[src/hw/rtl/assert_macros.svh]
// ----------------------------------------------------------------------------
// assert_macros.svh
// Shared assertion shorthands for the RTL folder.
// ----------------------------------------------------------------------------
`ifndef ASSERT_MACROS_SVH
`define ASSERT_MACROS_SVH

// same-cycle implication, disabled during reset
`define ASSERT_IMP(lbl, clk, rst, ante, cons, msg) \
   lbl: assert property (@(posedge clk) disable iff (rst) (ante) |-> (cons)) \
      else $error(msg);

// next-cycle implication, disabled during reset
`define ASSERT_NXT(lbl, clk, rst, ante, cons, msg) \
   lbl: assert property (@(posedge clk) disable iff (rst) (ante) |=> (cons)) \
      else $error(msg);

`endif

[src/hw/rtl/mstuf_pkg.sv]
// ----------------------------------------------------------------------------
// mstuf_pkg
// Types and constants shared by the spanning tree edge acceptance core.
// ----------------------------------------------------------------------------
package mstuf_pkg;

   // default sizing
   localparam int MAX_VERTICES_DEF = 64;
   localparam int WEIGHT_BITS_DEF  = 16;

   // fixed field widths
   localparam int VCW   = 7;   // vertex number / vertex count
   localparam int WFW   = 16;  // weight field
   localparam int COSTW = 22;  // running cost
   localparam int ETW   = 6;   // edges_taken field

   localparam logic [VCW-1:0]   VC_RESET = 7'd64;
   localparam logic [COSTW-1:0] COST_MAX = 22'h3F_FFFF;

   // input beat
   typedef struct packed {
      logic            first_edge;
      logic [WFW-1:0]  edge_weight;
      logic [VCW-1:0]  end_a;
      logic [VCW-1:0]  end_b;
   } req_type;

   // result beat
   typedef struct packed {
      logic             accepted;
      logic [COSTW-1:0] running_cost;
      logic [ETW-1:0]   edges_taken;
      logic             tree_complete;
   } rsp_type;

   // sequencer to forest memory controls
   typedef struct packed {
      logic clear;   // drop every link at once
      logic wr_en;   // link one root under another
   } forest_ctl_type;

endpackage

[src/hw/rtl/mstuf_forest.sv]
// ----------------------------------------------------------------------------
// mstuf_forest
// Parent forest store: one parent entry per vertex, registered read port,
// one write port, per-entry valid bits so a clear drops every entry at once.
// ----------------------------------------------------------------------------
module mstuf_forest
   import mstuf_pkg::*;
#(
   parameter int DEPTH = MAX_VERTICES_DEF,
   parameter int VW    = $clog2(DEPTH + 1),
   parameter int IW    = $clog2(DEPTH)
) (
   input  logic           clock,
   input  logic           reset,
   input  forest_ctl_type ctl,
   input  logic [IW-1:0]  rd_addr,
   input  logic [IW-1:0]  wr_addr,
   input  logic [VW-1:0]  wr_data,
   output logic [VW-1:0]  rd_data
);

   logic [VW-1:0]    mem_ff [DEPTH];
   logic [DEPTH-1:0] vld_ff, vld_in;
   logic [VW-1:0]    rd_data_ff;
   logic             rd_vld_ff, rd_vld_in;

   // valid bits: clear all, or mark the linked entry
   always_comb begin
      vld_in = vld_ff;
      if (ctl.clear) begin
         vld_in = '0;
      end else if (ctl.wr_en) begin
         vld_in[wr_addr] = 1'b1;
      end
   end

   // a read issued in the clearing cycle sees a root
   assign rd_vld_in = ctl.clear ? 1'b0 : vld_ff[rd_addr];

   always_ff @(posedge clock) begin
      if (reset) begin
         vld_ff    <= '0;
         rd_vld_ff <= 1'b0;
      end else begin
         vld_ff    <= vld_in;
         rd_vld_ff <= rd_vld_in;
      end
   end

   // data array and registered read
   always_ff @(posedge clock) begin
      if (ctl.wr_en) begin
         mem_ff[wr_addr] <= wr_data;
      end
      rd_data_ff <= mem_ff[rd_addr];
   end

   // unwritten entry reads as zero (root)
   assign rd_data = rd_vld_ff ? rd_data_ff : '0;

endmodule

[src/hw/rtl/mst_edge_union_find_core.sv]
// ----------------------------------------------------------------------------
// mst_edge_union_find_core
// Edge acceptance stage of a minimum spanning tree builder (union-find).
// ----------------------------------------------------------------------------
// Usage:
//   Edges come in on the req_ channel in ascending weight order, one beat per
//   edge; each edge gives exactly one rsp_ beat with accept flag, running
//   cost, edge count and tree-complete flag. Both channels use valid/stall.
//   csr_we/csr_wdata write the vertex count; the user must write it only while
//   the core is idle, which the core does not enforce. A beat with first_edge
//   set drops the forest and the totals first.
// Timing: an edge walks end_a and then end_b to their roots through the
//   single forest read port, one parent hop per cycle; an out-of-range edge
//   skips the walk. A finish step links the two roots if they differ, updates
//   the totals and loads the result. req_stall stays high from accept until
//   the result is loaded into the output register.
// Reset: synchronous; empties the forest, clears the totals, vertex count 64.
// Stall: a result waits in the output register under rsp_stall; the next edge
//   may be accepted and walked meanwhile, but finishes only once it is free.
// ----------------------------------------------------------------------------
`include "assert_macros.svh"

module mst_edge_union_find_core
   import mstuf_pkg::*;
#(
   parameter int MAX_VERTICES = MAX_VERTICES_DEF,
   parameter int WEIGHT_BITS  = WEIGHT_BITS_DEF
) (
   input  logic           clock,
   input  logic           reset,
   // edge input
   input  logic           req_valid,
   output logic           req_stall,
   input  req_type        req_data,
   // result output
   output logic           rsp_valid,
   input  logic           rsp_stall,
   output rsp_type        rsp_data,
   // vertex count register
   input  logic           csr_we,
   input  logic [VCW-1:0] csr_wdata
);

   // vertex numbers never exceed 127, so deeper storage would go unused
   localparam int DEPTH  = (MAX_VERTICES < 127) ? MAX_VERTICES : 127;
   localparam int VW     = $clog2(DEPTH + 1);
   localparam int IW     = $clog2(DEPTH);
   localparam int CW     = $clog2(DEPTH);
   localparam int WB     = (WEIGHT_BITS < WFW) ? WEIGHT_BITS : WFW;

   localparam logic [1:0] S_IDLE   = 2'd0;
   localparam logic [1:0] S_WALK_A = 2'd1;
   localparam logic [1:0] S_WALK_B = 2'd2;
   localparam logic [1:0] S_FINISH = 2'd3;

   logic [1:0]       state_ff, state_in;
   logic [VW-1:0]    cur_ff, cur_in;
   logic [VW-1:0]    root_a_ff, root_a_in;
   logic [VW-1:0]    b_ff, b_in;
   logic [WB-1:0]    w_ff, w_in;
   logic             ok_ff, ok_in;
   logic [COSTW-1:0] cost_ff, cost_in;
   logic [CW-1:0]    count_ff, count_in;
   logic [VCW-1:0]   vc_ff, vc_in;
   rsp_type          rsp_ff, rsp_in;
   logic             rsp_valid_ff, rsp_valid_in;

   forest_ctl_type   fctl;
   logic [IW-1:0]    rd_addr, wr_addr;
   logic [VW-1:0]    parent;

   logic             req_accept;
   logic             out_free;
   logic             fin_go, fin_take;
   logic [VCW-1:0]   n_live, n_less;
   logic [CW-1:0]    count_eff, count_new;
   logic             a_ok, b_ok, edge_ok;
   logic [COSTW:0]   cost_sum;

   // handshake
   assign req_stall  = (state_ff != S_IDLE);
   assign req_accept = req_valid && !req_stall;
   assign out_free   = !rsp_valid_ff || !rsp_stall;

   // effective vertex count, saturated into [2, DEPTH]
   always_comb begin
      priority if (vc_ff < VCW'(2)) begin
         n_live = VCW'(2);
      end else if (int'(vc_ff) > DEPTH) begin
         n_live = VCW'(DEPTH);
      end else begin
         n_live = vc_ff;
      end
   end
   assign n_less = n_live - VCW'(1);

   // range checks at accept, against totals after an optional clear
   assign count_eff = req_data.first_edge ? '0 : count_ff;
   assign a_ok      = (req_data.end_a != '0) && (req_data.end_a <= n_live);
   assign b_ok      = (req_data.end_b != '0) && (req_data.end_b <= n_live);
   assign edge_ok   = a_ok && b_ok && (VCW'(count_eff) < n_less);

   // finish step: link, totals, load result
   assign fin_go    = (state_ff == S_FINISH) && out_free;
   assign fin_take  = ok_ff && (root_a_ff != cur_ff);
   assign cost_sum  = {1'b0, cost_ff} + (COSTW + 1)'(w_ff);
   assign count_new = fin_take ? count_ff + CW'(1) : count_ff;

   // sequencer
   always_comb begin
      state_in  = state_ff;
      cur_in    = cur_ff;
      root_a_in = root_a_ff;
      b_in      = b_ff;
      w_in      = w_ff;
      ok_in     = ok_ff;
      cost_in   = cost_ff;
      count_in  = count_ff;
      rd_addr   = '0;
      fctl      = '0;
      wr_addr   = IW'(cur_ff - VW'(1));
      unique case (state_ff)
         S_IDLE: begin
            rd_addr = IW'(req_data.end_a - VCW'(1));
            if (req_accept) begin
               fctl.clear = req_data.first_edge;
               if (req_data.first_edge) begin
                  cost_in  = '0;
                  count_in = '0;
               end
               cur_in   = VW'(req_data.end_a);
               b_in     = VW'(req_data.end_b);
               w_in     = req_data.edge_weight[WB-1:0];
               ok_in    = edge_ok;
               state_in = edge_ok ? S_WALK_A : S_FINISH;
            end
         end
         S_WALK_A: begin
            // one hop per cycle; at the root start walking from end_b
            if (parent == '0) begin
               root_a_in = cur_ff;
               cur_in    = b_ff;
               rd_addr   = IW'(b_ff - VW'(1));
               state_in  = S_WALK_B;
            end else begin
               cur_in  = parent;
               rd_addr = IW'(parent - VW'(1));
            end
         end
         S_WALK_B: begin
            rd_addr = IW'(parent - VW'(1));
            if (parent == '0) begin
               state_in = S_FINISH;
            end else begin
               cur_in = parent;
            end
         end
         S_FINISH: begin
            if (out_free) begin
               fctl.wr_en = fin_take;
               if (fin_take) begin
                  cost_in  = cost_sum[COSTW] ? COST_MAX : cost_sum[COSTW-1:0];
                  count_in = count_new;
               end
               state_in = S_IDLE;
            end
         end
         default: begin
            state_in = S_IDLE;
         end
      endcase
   end

   // result register
   always_comb begin
      rsp_in       = rsp_ff;
      rsp_valid_in = rsp_valid_ff && rsp_stall;
      if (fin_go) begin
         rsp_in.accepted      = fin_take;
         rsp_in.running_cost  = cost_in;
         rsp_in.edges_taken   = ETW'(count_new);
         rsp_in.tree_complete = (VCW'(count_new) == n_less);
         rsp_valid_in         = 1'b1;
      end
   end

   // vertex count register
   assign vc_in = csr_we ? csr_wdata : vc_ff;

   always_ff @(posedge clock) begin
      if (reset) begin
         state_ff     <= S_IDLE;
         cost_ff      <= '0;
         count_ff     <= '0;
         vc_ff        <= VC_RESET;
         rsp_valid_ff <= 1'b0;
      end else begin
         state_ff     <= state_in;
         cost_ff      <= cost_in;
         count_ff     <= count_in;
         vc_ff        <= vc_in;
         rsp_valid_ff <= rsp_valid_in;
      end
   end

   always_ff @(posedge clock) begin
      cur_ff    <= cur_in;
      root_a_ff <= root_a_in;
      b_ff      <= b_in;
      w_ff      <= w_in;
      ok_ff     <= ok_in;
      rsp_ff    <= rsp_in;
   end

   assign rsp_valid = rsp_valid_ff;
   assign rsp_data  = rsp_ff;

   // parent forest
   mstuf_forest #(
      .DEPTH (DEPTH),
      .VW    (VW),
      .IW    (IW)
   ) u_forest (
      .clock   (clock),
      .reset   (reset),
      .ctl     (fctl),
      .rd_addr (rd_addr),
      .wr_addr (wr_addr),
      .wr_data (root_a_ff),
      .rd_data (parent)
   );

   // checks
   `ASSERT_NXT(a_busy_after_accept, clock, reset, req_accept, req_stall, "core idle after accept")
   `ASSERT_IMP(a_rsp_from_finish, clock, reset, $rose(rsp_valid_ff), $past(state_ff) == S_FINISH, "result loaded outside finish")
   `ASSERT_NXT(a_count_step, clock, reset, fin_go && fin_take, count_ff == CW'($past(count_ff) + CW'(1)), "edge count did not step")

endmodule
[config.mk]
export PLATFORM = sky130hd
export DESIGN_NAME = mst_edge_union_find_core
export DESIGN_NICKNAME = d
export VERILOG_FILES = /design/src/hw/rtl/mstuf_pkg.sv /design/src/hw/rtl/mstuf_forest.sv /design/src/hw/rtl/mst_edge_union_find_core.sv
export VERILOG_INCLUDE_DIRS = /design/src /design/src/hw/rtl
export SDC_FILE = /design/constraint.sdc
export NUM_CORES = 1
export LEC_CHECK = 0
export BUFFER_PORTS_ARGS = -buffer_cell sky130_fd_sc_hd__buf_4
export CORE_ASPECT_RATIO = 1.25
export CORE_MARGIN = 2
export CORE_UTILIZATION = 65
export CTS_CLUSTER_SIZE = 20
export DETAILED_ROUTE_END_ITERATION = 6
export GPL_ROUTABILITY_DRIVEN = 0
export HOLD_SLACK_MARGIN = 0.02
export PLACE_DENSITY = 0.81
export SLEW_MARGIN = 10
export SYNTH_ARGS = -nofsm -noshare
export SYNTH_HDL_FRONTEND = slang
export SYNTH_HIERARCHICAL = 1
export SYNTH_SLANG_ARGS = --single-unit
[constraint.sdc]
create_clock -name clock -period 7.05 [get_ports clock]
set_input_delay 0.3525 -clock clock [delete_from_list [all_inputs] [get_ports clock]]
set_output_delay 0.3525 -clock clock [all_outputs]
set_load 0.01 [all_outputs]
; ---- After elaboration in Yosys (flattened, before gate mapping)
; Memories as Yosys holds them, arrays and structs flattened. A register that Yosys moved wholly into a read port is not among the register bits.
; Index checks and enable logic that the tools add are counted.
[word_totals]
out_inout_bits = 32
regBits = 171
word_cells = 108
latch_bits = 0
inputBits = 43
mem_count = 1
mem_bits_rw = 448
romBits = 0
[classes]
mul = 0
shift = 0
bitwise = 1
n_mux = 38
order_cmp = 8
add_sub_neg = 7
div = 0
reduce_logical = 26
eq_ne = 11
[memory_table]
columns = memory, depth, width, read_ports, rd_clocked_by_memory_dff, wr, line
row1 = u_forest.mem_ff, 64, 7, 1, 1, 1, mstuf_forest.sv:22  ; logic [VW-1:0] mem_ff [DEPTH];
[ops]
columns = op, n
row1 = two-way mux 22 bit, 5
row2 = bitwise OR 64 bit, 1
row3 = one-hot mux 22 bit (2 select lines), 1
row4 = two-way mux 7 bit, 6
row5 = two-way mux 6 bit, 6
row6 = subtractor 6 x 1 -> 6 bit (second input constant), 4
row7 = adder 22 x 16 -> 23 bit, 1
row8 = one-hot mux 7 bit (3 select lines), 1
row9 = one-hot mux 6 bit (3 select lines), 1
row10 = <= comparator 7 bit, 2
row11 = less-than comparator 6 x 7 -> 1 bit (second input constant), 2
row12 = nonzero test 7 bit, 2
row13 = inequality test 2 bit (second input constant), 6
row14 = one-hot mux 6 bit (2 select lines), 1
row15 = two-way mux 2 bit, 5
row16 = logical AND 1 bit, 9
row17 = two-way mux 1 bit, 9
row18 = one-hot mux 2 bit (4 select lines), 1
row19 = AND reduction 4 bit, 2
row20 = == test 6 x 7 -> 1 bit, 1
row21 = > comparator 7 bit (second input constant), 1
row22 = logical NOT 7 bit, 1
row23 = less-than comparator 6 x 7 -> 1 bit, 1
row24 = less-than comparator 7 x 2 -> 1 bit (second input constant), 1
row25 = other kinds (16), 21

; ---- Depth between registers and ports, before layout
[depth]
depth_word = 10
mapped_depth = 19
ltp_nobuf = 15

; ---- By module
; The synthesis kept the hierarchy.
[by_module_without_submodules]
columns = module, instances, area_per_inst_um2, seq_area_each_um2, cells_per_inst
row1 = mstuf_forest, 1, 20149.3, 14894.3, 1039
row2 = mst_edge_union_find_core, 1, 6242.2, 2802.7, 638

; ---- Least setup slack after synthesis
; Ideal clock, no wire load.
[synth_timing]
path_kind = flip-flop to flip-flop
start = register state_ff[0]
end = memory u_forest/mem_ff[40][0] (netlist bit) (enable)
path_buffers = 1
arrival_ns = 3.743
t_required_ns = 6.667
setup_ns = 0.383
setup_slack_ns = 2.924
stages_incl_launch_ff = 9
path_cell_list = dfxtp_1 -> ha_1 -> buf_2 -> inv_1 -> a21oi_1 -> and2_1 -> nor2b_1 -> nand2_1 -> nor3_1
[synth_rtl]
columns = element, line
row1 = from (decl), mst_edge_union_find_core.sv:56  ; logic [1:0] state_ff, state_in;
row2 = from (signal assigned), mst_edge_union_find_core.sv:198  ; state_ff <= state_in;
row3 = to (decl), mstuf_forest.sv:22

; ---- Worst setup path after layout
[layout_timing]
start = register u_forest.rd_vld_ff
end = register u_forest.rd_vld_ff
[layout_via]
elab_chain_cells = 6
elab_cells_between_ends = 7
classes_between = add/sub: 1 / mux: 5 / reduce/logical: 1
[layout_lines]
columns = element, line
row1 = from (decl), mstuf_forest.sv:25  ; logic rd_vld_ff, rd_vld_in;
row2 = from (signal assigned), mstuf_forest.sv:46  ; rd_vld_ff <= rd_vld_in;
row3 = two-way mux 7 bit (*), mstuf_forest.sv:59  ; assign rd_data = rd_vld_ff ? rd_data_ff : '0;
row4 = named net parent[0], mst_edge_union_find_core.sv:70  ; logic [VW-1:0] parent;
row5 = subtractor 6 x 1 -> 6 bit / logical NOT 7 bit (equally long branches), "mst_edge_union_find_core.sv:147, mst_edge_union_find_core.sv:151, mst_edge_union_find_core.sv:140"
row6 = two-way mux 6 bit, mst_edge_union_find_core.sv:140  ; if (parent == '0) begin
row7 = one-hot mux 6 bit (3 select lines) (*), mst_edge_union_find_core.sv:122  ; unique case (state_ff)
row8 = named net rd_addr[0], mst_edge_union_find_core.sv:69  ; logic [IW-1:0] rd_addr, wr_addr;
row9 = binary-select mux 1 bit (select 6 bit) (*), mstuf_forest.sv:38  ; assign rd_vld_in = ctl.clear ? 1'b0 : vld_ff[rd_addr];
row10 = two-way mux 1 bit (implied by the code) (*), mstuf_forest.sv:38
; The timed path passes the listed nets; every way through them passes the cells marked *. The select of a mux whose other input is x is not followed.
; A chain may end at the register's enable or synchronous reset.

==> metrics.yaml <==
die:
  core_area_um2: 40100
  ios: 75
  fp-row-count: 82
  die_w_um: 184
  die_area_um2: 42200
  start_util_pct: 65.8
  die_y_um: 229
clock_tree:
  cts_buffers: 58
  post-cts-setup-buffers: 0
  cts_resized: 0
  cts_root_buffer: "clkbuf_16"
  clock_sinks: 626
  path_clk_slew_ns: 0.06
  insertion_delay_ns: 0.62
  cts_tree: "done"
  cts_max_path_buffers: 3
  htree_levels: 2
global_route:
  grt_pass1_wl_mm: 94.3
  grt.total_usage_pct: 30.2
  grt_max_degree: 121
  antenna_found_initial: 0
  grt_pass1_vias: 15900
  grt-ovfl-total: 0
detailed_routing:
  vias: 15800
  drt_iter0_drc: 1480
  routed_wl_mm: 62.1
  antenna_left: 0
  drtPass1Iterations: 7
  drc: 7
  vias_per_cell: 6.64
  drt-wirelength-per-cell_um: 26.1
power:
  total_power_w: 0.0122
  p_leak_nw: 10.1
  powerDensity_nw_per_um2: 412
  max-vdd-ir-drop_v: 0.000440
layout:
  num_antenna_cells: 0
  fin_cells: 2379
  areaGrowthSynthToFinish_pct: 12.4
  drive_gt1_share_pct: 17.9
  finalNetCount: 1873
  final_util_pct: 74.0
yosys:
  synth_nets: 1766
  synth_top_area_share_pct: 58.7
  ys_top_cells_by_count: "516 x edfxtp_1, 126 x nor2_1, 110 x dfxtp_1, 110 x mux4_2, 89 x nand2_1"
  yosys.area.top_type: "edfxtp_1"
  yosys_warnings: 6
  synth_seq_cells: 626
  seq_area_frac_synth_pct: 67.1
  synth_cell_types: 75
  netlist_top_cells_area: "edfxtp_1 59%, mux4_2 9.4%, dfxtp_1 8.3%"
  syn-cell-area_um2: 26400
  synth_edf_count: 516
  postSynth.asyncResetShare_pct: 0
  netlist_instances: 1677
  ys.flop_type: "edfxtp_1"
  yosysMostFrequentCell: "edfxtp_1"
  avgSynthCellArea_um2: 15.7
timing:
  maxSlewViolCount: 0
  whs_ns: 0.0570
  worst_slew_pin_slew_ns: 1.17
  clock_skew_ns: 0.0135
  hold_viol_final: 0
  setup_viol: 0
  fin_crit_ns: 4.93
  worst_slew_margin_rel_pct: 21.7
  finalCritPeriodShare_pct: 69.9
  rsz0062_at_grt: "false"
  max_freq_ghz: 0.203
  setup_tns_ns: 0
placement:
  dp.cells: 2240
  dp_hpwl_mm: 38.9
  port_buffers: 74
critical_path:
  rr_startpoint: "u_forest/rd_vld_ff"
  critPathKind: "reg2reg"
  arrival_ns: 5.41
  crit_path_end_kind: "register"
  cp.required_ns: 7.54
  rrSetupSlack_ns: 2.12
  worstRegToRegCells: 14
  critPathMaxFanout: 53
  start_kind: "register"
  reg2reg_to: "u_forest/rd_vld_ff"
job:
  drv_cap: 0
status:
  violations: "DRC"
  status: "complete, but fails checks"
hold_path:
  min_path_cells: 2
  holdCritPathClass: "in2reg"
  holdPathEnd: "vc_ff[6]"
  hp-start: "csr_we"
## logic make-up after synthesis
| kind of cell | Yosys count | synth area share [%] |
|---|---|---|
| xor gates and xnor gates | 44 | 1.46 |
| AOI/OAI and AO/OA | 289 | 7.51 |
| adders and majority gates | 46 | 2.21 |
| and+or+nand+nor | 376 | 6.77 |
| buffers and inverters | 112 | 2.13 |
| muxes | 184 | 12.9 |
| DFF | 626 | 67.1 |
## layout make-up
cell class | instances | area (µm²)
inverters | 32 | 120
flip-flops and latches | 626 | 17700
well taps | 546 | 683
clock buffers | 77 | 1700
fillers | 2307 | 10400
repair buffers | 127 | 1040
clock inverters | 32 | 254
multi-input cells | 939 | 8180
## report_power, final
group,leakage [nW],switching (W),internal [W]
combinational,3.63,0.00283,0.00175
clock,0.958,0.00133,0.00180
sequential,5.55,0.000100,0.00441
total,10.1,0.00426,0.00797
## cells in the final DEF, fill, tap and decap left out, types with 26 or more instances in the layout
cell type | netlist | final
clkbuf_16 | 0 | 63
a21oi_1 | 59 | 58
inv_1 | 29 | 29
ha_1 | 45 | 45
dfxtp_1 | 110 | 110
nor2_1 | 126 | 125
o21a_1 | 70 | 69
and2_1 | 28 | 26
nand3_1 | 27 | 27
edfxtp_1 | 516 | 516
mux4_2 | 110 | 110
o21ai_0 | 29 | 29
nand2_1 | 89 | 89
mux2i_1 | 55 | 55
dlygate4sd3_1 | 0 | 30
buf_4 | 11 | 96
## flip-flops by register name (all words and copies together), names as in the netlist
| register | count |
|---|---|
| state_ff | 2 |
| u_forest/vld_ff | 64 |
| ok_ff | 1 |
| u_forest/rd_data_ff | 7 |
| root_a_ff | 7 |
| count_ff | 6 |
| w_ff | 16 |
| rsp_data | 30 |
| rsp_valid | 1 |
| cur_ff | 7 |
| u_forest/mem_ff | 448 |
| u_forest/rd_vld_ff | 1 |
| vc_ff | 7 |
| b_ff | 7 |
| cost_ff | 22 |
## worst max-delay path: stages, from the launching register on
cell and delay (ns):
dfxtp_1 0.35, and2_1 0.19, inv_1 0.11, ha_1 0.20, nand2_1 0.12, nor4_1 0.53
o21ai_0 0.22, o21ai_0 0.19, and2_4 0.80, buf_4 0.71, mux4_1 0.64, mux2_2 0.28
o21ai_0 0.19, a221o_1 0.17, o21ai_1 0.06
## worst max-delay path by stage
stage / start / to / cells past startpoint
finish: u_forest/rd_vld_ff / u_forest/rd_vld_ff / 14
global route: u_forest/rd_vld_ff / u_forest/rd_vld_ff / 14
CTS: u_forest/rd_vld_ff / u_forest/rd_vld_ff / 14
detailed placement: u_forest/rd_vld_ff / u_forest/rd_data_ff[1] / 13
global placement: u_forest/rd_vld_ff / u_forest/rd_data_ff[1] / 13
floorplan: state_ff[0] / u_forest/mem_ff[40][0] / 8
## routing by layer
| layer | part of all wire, % | vias up | wire length, µm | GRT usage [%] |
|---|---|---|---|---|
| li1 | - | 6799 | - | - |
| met1 | 35 | 7875 | 22000 | 35.7 |
| met2 | 51 | 885 | 31700 | 51.7 |
| met3 | 7.6 | 226 | 4710 | 6.39 |
| met4 | 6.0 | 0 | 3730 | 16.7 |
| met5 | 0 | - | 0 | 0 |
## per-stage QoR
step                      cell area, µm²  setup WS [ns]
after floorplan                    26400           2.92
after global placement             27400           2.36
after detailed placement           27400           2.17
after CTS                          29700           2.17
after global routing               29700           1.80
final                              29700           2.12
## timing repair
item / CTS / global route
endpoints found under the hold margin: 30 / 0
endpoints found under the setup margin: 0 / 0
hold buffers: 30 / 0
Power figures use the tool's default switching activity.
